**src/rtl/lnp_pkg.sv**
```systemverilog
// shared types and constants for the l2 vector norm projection block
// no dependencies; imported by every module of the block
package lnp_pkg;

  localparam int MAX_LENGTH_DEF = 64;
  localparam int ELEM_W         = 24;
  localparam int RAD_W          = 24;
  localparam int OUT_W          = 25;
  localparam int NORM_W         = 27;
  localparam int SUM_W          = 53;
  localparam int PROD_W         = 48;
  localparam int CFG_IDX_W      = 1;
  localparam int SQRT_STEPS     = 27;
  localparam int DIV_STEPS      = 24;
  localparam int STEP_W         = 5;

  localparam logic [CFG_IDX_W-1:0] REG_RADIUS = 1'b0;
  localparam logic [CFG_IDX_W-1:0] REG_MODE   = 1'b1;

  localparam logic [RAD_W-1:0] RADIUS_RESET = 24'd65536;
  localparam logic             MODE_BALL    = 1'b0;
  localparam logic             MODE_SPHERE  = 1'b1;

  typedef enum logic [3:0] {
    S_LOAD,
    S_FLUSH,
    S_SQINIT,
    S_SQRT,
    S_READ,
    S_MUL,
    S_DINIT,
    S_DIV,
    S_OUT
  } lnp_state_t;

  typedef struct packed {
    logic load;
    logic sq_init;
    logic sq_step;
    logic rd;
    logic mul;
    logic d_init;
    logic d_step;
    logic out_load;
    logic advance;
    logic finish;
  } lnp_cmd_t;

  typedef struct packed {
    logic in_last;
    logic sq_last;
    logic d_last;
    logic rescale;
    logic last_k;
  } lnp_sts_t;

endpackage

```
**src/rtl/lnp_ctrl.sv**
```systemverilog
// controller state machine: sequences load, square root, per-element scaling and emit
// depends on lnp_pkg
module lnp_ctrl (
  input  logic             clk,
  input  logic             rst,
  input  logic             in_valid,
  output logic             in_stall,
  output logic             out_valid,
  input  logic             out_stall,
  input  lnp_pkg::lnp_sts_t sts,
  output lnp_pkg::lnp_cmd_t cmd
);
  import lnp_pkg::*;

  lnp_state_t state, state_next;

  always_ff @(posedge clk) begin
    if (rst) begin
      state <= S_LOAD;
    end else begin
      state <= state_next;
    end
  end

  always_comb begin
    state_next = state;
    unique case (state)
      S_LOAD:   if (in_valid && sts.in_last) state_next = S_FLUSH;
      S_FLUSH:  state_next = S_SQINIT;
      S_SQINIT: state_next = S_SQRT;
      S_SQRT:   if (sts.sq_last) state_next = S_READ;
      S_READ:   state_next = S_MUL;
      S_MUL:    state_next = sts.rescale ? S_DINIT : S_OUT;
      S_DINIT:  state_next = S_DIV;
      S_DIV:    if (sts.d_last) state_next = S_OUT;
      S_OUT: begin
        if (!out_stall) state_next = sts.last_k ? S_LOAD : S_READ;
      end
      default:  state_next = S_LOAD;
    endcase
  end

  always_comb begin
    cmd          = '0;
    in_stall     = (state != S_LOAD);
    out_valid    = (state == S_OUT);
    cmd.load     = (state == S_LOAD) && in_valid;
    cmd.sq_init  = (state == S_SQINIT);
    cmd.sq_step  = (state == S_SQRT);
    cmd.rd       = (state == S_READ);
    cmd.mul      = (state == S_MUL);
    cmd.d_init   = (state == S_DINIT);
    cmd.d_step   = (state == S_DIV);
    cmd.out_load = ((state == S_MUL) && !sts.rescale) || ((state == S_DIV) && sts.d_last);
    cmd.advance  = (state == S_OUT) && !out_stall && !sts.last_k;
    cmd.finish   = (state == S_OUT) && !out_stall && sts.last_k;
  end

endmodule

```
**src/rtl/lnp_dp.sv**
```systemverilog
// datapath: element memory, square accumulator, bit-pair square root, restoring divider
// depends on lnp_pkg
module lnp_dp #(
  parameter int MAX_LENGTH = lnp_pkg::MAX_LENGTH_DEF
) (
  input  logic                          clk,
  input  logic                          rst,
  input  logic                          cfg_write,
  input  logic [lnp_pkg::CFG_IDX_W-1:0] cfg_index,
  input  logic [lnp_pkg::RAD_W-1:0]     cfg_data,
  input  logic signed [lnp_pkg::ELEM_W-1:0] element,
  input  logic                          last_element,
  output logic signed [lnp_pkg::OUT_W-1:0] scaled_element,
  output logic [lnp_pkg::NORM_W-1:0]    vector_norm,
  output logic                          last_result,
  output logic                          overflow,
  input  lnp_pkg::lnp_cmd_t             cmd,
  output lnp_pkg::lnp_sts_t             sts
);
  import lnp_pkg::*;

  localparam int AW = (MAX_LENGTH > 1) ? $clog2(MAX_LENGTH) : 1;
  localparam int CW = $clog2(MAX_LENGTH + 1);
  localparam logic [CW-1:0] MAX_CNT = CW'(MAX_LENGTH);

  logic [ELEM_W-1:0] mem [MAX_LENGTH];

  logic [RAD_W-1:0]  radius;
  logic              mode;
  logic [CW-1:0]     count;
  logic              ovf;
  logic [PROD_W-1:0] sq_prod;
  logic              sq_prod_vld;
  logic [SUM_W-1:0]  sum;

  logic [SUM_W:0]    rad_sh;
  logic [NORM_W-1:0] rem;
  logic [NORM_W-1:0] root;
  logic [STEP_W-1:0] sq_cnt;

  logic [AW-1:0]     k;
  logic [ELEM_W-1:0] rd_data;
  logic [PROD_W-1:0] sc_prod;
  logic              neg;
  logic [NORM_W-1:0] drem;
  logic [ELEM_W-1:0] dlow;
  logic [RAD_W-1:0]  quo;
  logic [STEP_W-1:0] d_cnt;

  logic              room;
  logic [ELEM_W-1:0] in_mag;
  logic [ELEM_W-1:0] rd_mag;
  logic [NORM_W+1:0] sq_ext;
  logic [NORM_W+1:0] sq_trial;
  logic              sq_ge;
  logic [NORM_W:0]   d_ext;
  logic              d_ge;
  logic [RAD_W-1:0]  quo_next;
  logic [OUT_W-1:0]  q_ext;
  logic [OUT_W-1:0]  out_val;

  assign room   = (count < MAX_CNT);
  assign in_mag = element[ELEM_W-1] ? (~element + 1'b1) : element;
  assign rd_mag = rd_data[ELEM_W-1] ? (~rd_data + 1'b1) : rd_data;

  // square root step: bring down two bits, try subtracting 4*root+1
  assign sq_ext   = {rem, rad_sh[SUM_W:SUM_W-1]};
  assign sq_trial = {root, 2'b01};
  assign sq_ge    = (sq_ext >= sq_trial);

  // divide step: bring down one bit of the low half
  assign d_ext    = {drem, dlow[ELEM_W-1]};
  assign d_ge     = (d_ext >= {1'b0, root});
  assign quo_next = {quo[RAD_W-2:0], d_ge};
  assign q_ext    = {1'b0, quo_next};
  assign out_val  = !sts.rescale ? {rd_data[ELEM_W-1], rd_data}
                  : (neg ? (~q_ext + 1'b1) : q_ext);

  assign sts.in_last = last_element;
  assign sts.sq_last = (sq_cnt == STEP_W'(SQRT_STEPS - 1));
  assign sts.d_last  = (d_cnt == STEP_W'(DIV_STEPS - 1));
  assign sts.rescale = (mode == MODE_SPHERE) ? (root != '0) : (root > NORM_W'(radius));
  assign sts.last_k  = ((CW'(k) + 1'b1) == count);

  assign vector_norm = root;

  // configuration registers
  always_ff @(posedge clk) begin
    if (rst) begin
      radius <= RADIUS_RESET;
      mode   <= MODE_BALL;
    end else if (cfg_write) begin
      unique case (cfg_index)
        REG_RADIUS: radius <= cfg_data;
        REG_MODE:   mode   <= cfg_data[0];
        default:    ;
      endcase
    end
  end

  // element memory
  always_ff @(posedge clk) begin
    if (cmd.load && room) mem[count[AW-1:0]] <= element;
    if (cmd.rd) rd_data <= mem[k];
  end

  // load bookkeeping and sum of squares
  always_ff @(posedge clk) begin
    if (rst) begin
      count       <= '0;
      ovf         <= 1'b0;
      sum         <= '0;
      sq_prod_vld <= 1'b0;
    end else begin
      sq_prod_vld <= cmd.load && room;
      if (sq_prod_vld) sum <= sum + SUM_W'(sq_prod);
      if (cmd.load) begin
        if (room) count <= count + 1'b1;
        else      ovf   <= 1'b1;
      end
      if (cmd.finish) begin
        count <= '0;
        ovf   <= 1'b0;
        sum   <= '0;
      end
    end
  end

  always_ff @(posedge clk) begin
    if (cmd.load) sq_prod <= in_mag * in_mag;
  end

  // square root and emit index
  always_ff @(posedge clk) begin
    if (cmd.sq_init) begin
      rad_sh <= {1'b0, sum};
      rem    <= '0;
      root   <= '0;
      sq_cnt <= '0;
      k      <= '0;
    end else begin
      if (cmd.sq_step) begin
        rad_sh <= {rad_sh[SUM_W-2:0], 2'b00};
        sq_cnt <= sq_cnt + 1'b1;
        if (sq_ge) begin
          rem  <= NORM_W'(sq_ext - sq_trial);
          root <= {root[NORM_W-2:0], 1'b1};
        end else begin
          rem  <= NORM_W'(sq_ext);
          root <= {root[NORM_W-2:0], 1'b0};
        end
      end
      if (cmd.advance) k <= k + 1'b1;
    end
  end

  // scaling: product then restoring division by the norm
  always_ff @(posedge clk) begin
    if (cmd.mul) begin
      sc_prod <= rd_mag * radius;
      neg     <= rd_data[ELEM_W-1];
    end
    if (cmd.d_init) begin
      drem  <= NORM_W'(sc_prod[PROD_W-1:ELEM_W]);
      dlow  <= sc_prod[ELEM_W-1:0];
      quo   <= '0;
      d_cnt <= '0;
    end else if (cmd.d_step) begin
      drem  <= d_ge ? NORM_W'(d_ext - {1'b0, root}) : NORM_W'(d_ext);
      dlow  <= {dlow[ELEM_W-2:0], 1'b0};
      quo   <= quo_next;
      d_cnt <= d_cnt + 1'b1;
    end
  end

  // output register
  always_ff @(posedge clk) begin
    if (cmd.out_load) begin
      scaled_element <= out_val;
      last_result    <= sts.last_k;
      overflow       <= ovf;
    end
  end

endmodule

```
**src/rtl/l2_vector_norm_projection_top.sv**
```systemverilog
// l2 ball / sphere projection: loads a vector one element per cycle, then emits every element,
// rescaled to the radius when the mode and norm call for it, else as it was loaded; no new
// vector is taken until the last beat is emitted; each beat waits on a memory read and a product,
// and when rescaled on the divider (one quotient bit a cycle); the 27-step square root runs once
// per vector. reset (rst, synchronous, active high) clears the fsm, counts, sum and flags;
// radius returns to 1.0 and mode to ball, the element memory is left as is
module l2_vector_norm_projection_top #(
  parameter int MAX_LENGTH = lnp_pkg::MAX_LENGTH_DEF
) (
  input  logic                              clk,
  input  logic                              rst,
  // configuration write port
  input  logic                              cfg_write,
  input  logic [lnp_pkg::CFG_IDX_W-1:0]     cfg_index,
  input  logic [lnp_pkg::RAD_W-1:0]         cfg_data,
  // input beats
  input  logic                              in_valid,
  output logic                              in_stall,
  input  logic signed [lnp_pkg::ELEM_W-1:0] element,
  input  logic                              last_element,
  // result beats
  output logic                              out_valid,
  input  logic                              out_stall,
  output logic signed [lnp_pkg::OUT_W-1:0]  scaled_element,
  output logic [lnp_pkg::NORM_W-1:0]        vector_norm,
  output logic                              last_result,
  output logic                              overflow
);
  import lnp_pkg::*;

  lnp_cmd_t cmd;
  lnp_sts_t sts;

  // state machine: input beats are only taken in the load state
  lnp_ctrl u_ctrl (
    .clk       (clk),
    .rst       (rst),
    .in_valid  (in_valid),
    .in_stall  (in_stall),
    .out_valid (out_valid),
    .out_stall (out_stall),
    .sts       (sts),
    .cmd       (cmd)
  );

  // storage and arithmetic
  lnp_dp #(
    .MAX_LENGTH (MAX_LENGTH)
  ) u_dp (
    .clk            (clk),
    .rst            (rst),
    .cfg_write      (cfg_write),
    .cfg_index      (cfg_index),
    .cfg_data       (cfg_data),
    .element        (element),
    .last_element   (last_element),
    .scaled_element (scaled_element),
    .vector_norm    (vector_norm),
    .last_result    (last_result),
    .overflow       (overflow),
    .cmd            (cmd),
    .sts            (sts)
  );

endmodule

```
**config.mk**
```make
export PLATFORM = sky130hd
export DESIGN_NAME = l2_vector_norm_projection_top
export DESIGN_NICKNAME = d
export VERILOG_FILES = /design/src/rtl/lnp_pkg.sv /design/src/rtl/lnp_ctrl.sv /design/src/rtl/lnp_dp.sv /design/src/rtl/l2_vector_norm_projection_top.sv
export SDC_FILE = /design/constraint.sdc
export NUM_CORES = 2
export LEC_CHECK = 0
export BUFFER_PORTS_ARGS = -buffer_cell sky130_fd_sc_hd__buf_2
export CELL_PAD_IN_SITES_DETAIL_PLACEMENT = 1
export CELL_PAD_IN_SITES_GLOBAL_PLACEMENT = 2
export CORE_MARGIN = 2
export CORE_UTILIZATION = 42
export CTS_CLUSTER_SIZE = 25
export DETAILED_ROUTE_END_ITERATION = 12
export PLACE_DENSITY = 0.81
export SYNTH_ARGS = -nofsm -noshare
export SYNTH_HDL_FRONTEND = slang
export SYNTH_SLANG_ARGS = --single-unit
```
**constraint.sdc**
```tcl
create_clock -name clk -period 8.2 [get_ports clk]
set_input_delay 0 -clock clk [delete_from_list [all_inputs] [get_ports clk]]
set_output_delay 0 -clock clk [all_outputs]
set_load 0.005 [all_outputs]
```
### Word-level counts from Yosys, hierarchy flattened

Memories as Yosys holds them, arrays and structs flattened. A register that Yosys moved wholly into a read port is not among the register bits.
Cells that the tools add are included.

| operators by class | value |
|---|---|
| eq/ne operators | 15 |
| order comparisons | 4 |
| $add $sub $neg | 11 |
| bitwise logic cells | 5 |
| div/mod/pow operators | 0 |
| $mul | 2 |
| shifts and indexed selects | 0 |
| reduce and logical (&&, ||, !) cells | 23 |
| multiplexer cells | 23 |

Operator list:

| operator | number |
|---|---|
| 24-bit 2-to-1 mux | 6 |
| 53-bit 2-to-1 mux | 2 |
| 24-bit by 24-bit multiplier with 48-bit output | 2 |
| 27-bit 2-to-1 mux | 2 |
| 27-bit subtractor | 2 |
| 53-bit by 48-bit adder with 53-bit output | 1 |
| 25-bit 2-to-1 mux | 2 |
| 24-bit by 1-bit adder with 24-bit output (second input constant) | 2 |
| 24-bit inverter | 2 |
| 4-bit case mux with 9 select lines | 1 |
| 29-bit greater-or-equal comparator | 1 |
| 28-bit by 27-bit greater-or-equal comparator with 1-bit output | 1 |
| 27-bit by 24-bit > comparator with 1-bit output | 1 |
| 27-bit nonzero test | 1 |
| 25-bit by 1-bit adder with 25-bit output (second input constant) | 1 |
| 24-bit inverter with 25-bit output | 1 |
| 4-bit 2-to-1 mux | 5 |
| 4-bit by 3-bit equality test with 1-bit output (second input constant) | 4 |
| 5-bit by 1-bit adder with 5-bit output (second input constant) | 2 |
| 5-bit equality test (second input constant) | 2 |
| 4-bit by 2-bit equality test with 1-bit output (second input constant) | 2 |
| 1-bit logical AND | 8 |
| 2-bit AND reduction | 4 |
| 6-bit by 1-bit adder with 7-bit output (second input constant) | 1 |
| other kinds (18) | 27 |

| storage, ports and cells | value |
|---|---|
| flip-flop bits (word level) | 413 |
| input port bits | 55 |
| bits in read-only memories | 0 |
| output and inout bits | 56 |
| latch bits | 0 |
| memories kept | 1 |
| RAM bits | 1536 |

Memories:

| memory | depth | bits a word | read ports | clocked after Yosys merged registers in | wr ports | line | RTL |
|---|---|---|---|---|---|---|---|
| u_dp.mem | 64 | 24 | 1 | 1 | 1 | lnp_dp.sv:26 | `logic [ELEM_W-1:0] mem [MAX_LENGTH];` |

### Logic depth before layout (Yosys ltp)

| logic depth | value |
|---|---|
| depth in word-level cells | 5 |
| depth in mapped cells | 37 |
| depth with buffers taken out | 33 |

### By module

From an unflattened synthesis, not the netlist that was laid out.

| second synthesis, totals | value |
|---|---|
| cells, all modules | 8401 |
| area total of the unflattened synthesis | 116022.5 um^2 |

By module, submodules not included:

| module | instances | area an instance (um^2) | sequential area each (um^2) | cells each |
|---|---|---|---|---|
| lnp_dp | 1 | 115639.7 | 57254.9 | 8346 |
| lnp_ctrl | 1 | 382.9 | 80.1 | 55 |

### Worst setup path before layout

No wires, ideal clock.

| path | value |
|---|---|
| path kind | reg2reg |
| start | register u_dp.rd_data[3] (read register of u_dp.mem) |
| end | register u_dp.sc_prod[44], data pin |
| arrival | 8592 ps |
| stages on the path, launching flop included | 30 |
| path slack | -670 ps |
| required time | 7922 ps |
| cells stage by stage | edfxtp_1 -> nor3_1 -> nand3_1 -> or2_2 -> nand2b_1 -> or3_1 -> or4_1 -> o21ai_0 -> xnor2_1 -> clkbuf_1 -> and2_1 -> fa_1 -> fa_1 -> fa_1 -> inv_1 -> fa_1 -> inv_1 -> fa_1 -> inv_1 -> fa_1 -> inv_1 -> fa_1 -> ha_1 -> a21o_1 -> a21o_1 -> a221oi_1 -> o31a_1 -> o311ai_0 -> a2111oi_0 -> a311oi_1 |

| between the ends | value |
|---|---|
| word-level cells in the longest chain between the ends | 4 |

RTL lines:

| element | line | RTL |
|---|---|---|
| start, declared | lnp_dp.sv:42 | `logic [ELEM_W-1:0] rd_data;` |
| 24-bit inverter | lnp_dp.sv:64 | `assign rd_mag = rd_data[ELEM_W-1] ? (~rd_data + 1'b1) : rd_data;` |
| 24-bit by 1-bit adder with 24-bit output | lnp_dp.sv:64 |  |
| 24-bit 2-to-1 mux * | lnp_dp.sv:64 |  |
| 24-bit by 24-bit multiplier with 48-bit output * | lnp_dp.sv:160 | `sc_prod <= rd_mag * radius;` |
| end signal, assigned | lnp_dp.sv:160 |  |
| end, declared | lnp_dp.sv:43 | `logic [PROD_W-1:0] sc_prod;` |

Mark *: on every way between the ends. The rest lies on a longest branch, timed or not.
A chain may end at the register's enable or synchronous reset.

### Worst setup path in the final report

| path | value |
|---|---|
| start | register u_dp.rd_data[4] (read register of u_dp.mem) |
| end | register u_dp.sc_prod[42], data pin |

Same word-level chain as after synthesis.

==> reports/metrics.yaml <==
layout_common_cells: "edfxtp_1 (1,784), inv_1 (1,162), nand2_1 (891), fa_1 (891), buf_4 (663)"
drv_cap: 0
port-buffer-count: 110
wl_per_cell_um: 26.81
timing.final.hold_violations: 0
cts_buffers: 208
timing.slew.headroom: 0.07261
grt_max_degree: 147
grt_first_pass_wirelength_um: 533000
tns_ps: -11460
initial_antenna_violation_count: 19
maximum_number_of_buffers_from_clock_root_to_sink: 4
min_period_ps: 8900
die_h_um: 530.3
total_half_perimeter_wirelength_after_legalization_and_detailed_placement_um: 241300
first_global_vias: 82390
hp-class: "input port to flip-flop"
timing.critical_path.from_type: "flip-flop"
worstPathRequired_ps: 8750
synthCells: 8591
final-setup-viol-count: 25
status: "complete, but fails checks"
cts.clk_slew.worst_paths_ps: 60
drc_errors: 0
violations: "setup timing"
final_critical_path_setup_slack_ps: -700.2
crit_path_end_kind: "flip-flop"
final.setup_skew_ps: 110.7
drt_iter0_drcs: 6146
globalRouteOverflowTotal: 0
synth-main-ff-cell: "edfxtp_1"
totalWireLength_um: 356300
setup.worst_path.class: "flip-flop to flip-flop"
global_route.usage.total: 0.2552
max_freq_ghz: 0.1124
tritoncts: "yes"
asyncSetResetFlopFracSynth: 0
timing.critical_path.slowest_cell_delay_ps: 540
design.die.area_um2: 281200
cts_sinks: 1972
drt_pre_antenna_iters: 5
gp_routability_congestion: 0.8607
critical_path_arrival_ps: 9450
cts.root.buffer_cell: "clkbuf_16"
n_fill_cell: 27740
yosysUniqueCellTypes: 88
routed-via-count: 74100
yosys_warnings: 0
finalMaxSlewViolations: 0
floorplan.initialDensity: 0.4215
area_of_the_mapped_netlist_um2: 116300
slew_of_the_pin_with_the_lowest_slew_margin_ps: 1391
layout_commonest_cell: "edfxtp_1"
antenna_violating_nets_post_route: 0
synthesis_to_layout_area_growth_pct: 16.87
critPathSlowestCell: "fa_1"
fraction_of_final_layout_cells_with_drive_strength_greater_than_1: 0.2082
io_pins: 111
coreArea_um2: 276000
finish.net_count: 10850
yosysSeqAreaShare: 0.4929
worst_skew_pair.late_latency_ps: 910
critical-path-top-cell-by-count: "fa_1"
synth-edff-count: 1784
die_x_um: 530.3
synth_area_per_cell_um2: 13.54
placementRows: 193
grt_setup_unrepaired: "true"
final.period_utilization: 1.085
vias_per_cell: 5.574
h-tree-depth: 4
synth-seq-cells: 1972
critical_path_peak_fanout: 5
## worst max-delay path: cells and delay by family, from the launching register on
family                     cells  cell delay, ps
buffers and inverters         10             840
and+or+nand+nor                8            1880
xor gates and xnor gates       2             250
DFF                            1             440
AOI/OAI and AO/OA              4            1300
adders and majority gates      8            3860
## area by class of cell
cell class,instances,area (um2),area share
tap,3705,4636,0.03410
inverter,1187,4471,0.03288
clock inverter,128,1423,0.01046
timing repair buffer,966,7888,0.05802
sequential,1972,57350,0.4219
antenna,11,27.53,0.0002025
multi-input combinational,5070,54590,0.4015
clock buffer,255,5568,0.04095
## routing by layer
layer,vias up,global-route usage,part of all wire
li1,31700,-,-
met1,38970,0.3240,0.39
met2,2692,0.4323,0.49
met3,735,0.03894,0.066
met4,12,0.1135,0.050
met5,-,0,0.00023
## through the flow
step	setup WS (ps)	hold slack, ps	utilization	cell area, um2	instances
6_report	-700.2	104.4	0.4926	136000	13290
5_1_grt	-955.3	86.97	0.4925	135900	13290
4_1_cts	-584.3	54.26	0.4901	135300	13260
3_5_place_dp	-857.4	238.3	0.4576	126300	12720
3_3_place_gp	-637.1	235.7	0.4576	126300	12720
2_1_floorplan	-308.5	98.87	-	116700	8606
## cell families (layout without fill, tap and decap cells)
family | after synthesis | after routing | synth area share
flops | 1972 | 1972 | 0.4929
mux | 627 | 627 | 0.1087
simple gates | 1921 | 1921 | 0.07389
fa+ha+maj | 1387 | 1387 | 0.2077
compound gates | 871 | 871 | 0.04739
other cells | 2 | 28 | 0.00006456
xor+xnor | 247 | 247 | 0.01876
buf+inv | 1564 | 2536 | 0.05061
## Yosys cell counts, types with 65 or more instances
| cell type | number | area (um2) |
|---|---|---|
| nand2_1 | 902 | 3386 |
| inv_1 | 1176 | 4414 |
| nor3_1 | 65 | 325.3 |
| edfxtp_1 | 1784 | 53570 |
| xnor2_1 | 154 | 1349 |
| xor2_1 | 92 | 805.8 |
| a21oi_1 | 257 | 1286 |
| nor2_1 | 421 | 1580 |
| o21ai_0 | 202 | 1011 |
| clkbuf_1 | 310 | 1164 |
| ha_1 | 480 | 6006 |
| fa_1 | 907 | 18160 |
| nand3_1 | 121 | 605.6 |
| mux4_2 | 504 | 11350 |
| dfxtp_1 | 188 | 3764 |
| a21o_1 | 99 | 743.2 |
| and2_1 | 196 | 1226 |
| mux2i_1 | 70 | 700.7 |
## sequential cells by signal (all words and copies together), names as in the netlist, 25 cells and up
register             flops
u_dp.sum                53
u_dp.sc_prod            48
u_dp.vector_norm        27
u_dp.mem              1536
u_dp.sq_prod            47
u_dp.drem               27
u_dp.rad_sh             54
u_dp.scaled_element     25
u_dp.rem                27
## path summary, 6_finish.rpt
path,start,to,slack (ps),depth (start not counted)
worst max-delay path,u_dp.rd_data[4],u_dp.sc_prod[42],-700,32
worst min-delay path,element[15],u_dp.mem[40][15],100,2
worst max register to register,u_dp.rd_data[4],u_dp.sc_prod[42],-700,32
worst min register to register,u_dp.d_cnt[1],u_dp.d_cnt[1],460,2
## timing repair
action | CTS | global route
endpoints found under the setup margin | 26 | 48
resized for setup | 84 | 99
hold buffers | 131 | 0
pin swaps | 47 | 78
cloned | 1 | 1
setup buffers | 28 | 27
hold endpoints to repair | 1251 | 0
Power is not shown: default switching activity piles up to over one toggle a cycle in this logic, so the estimate is an artifact.
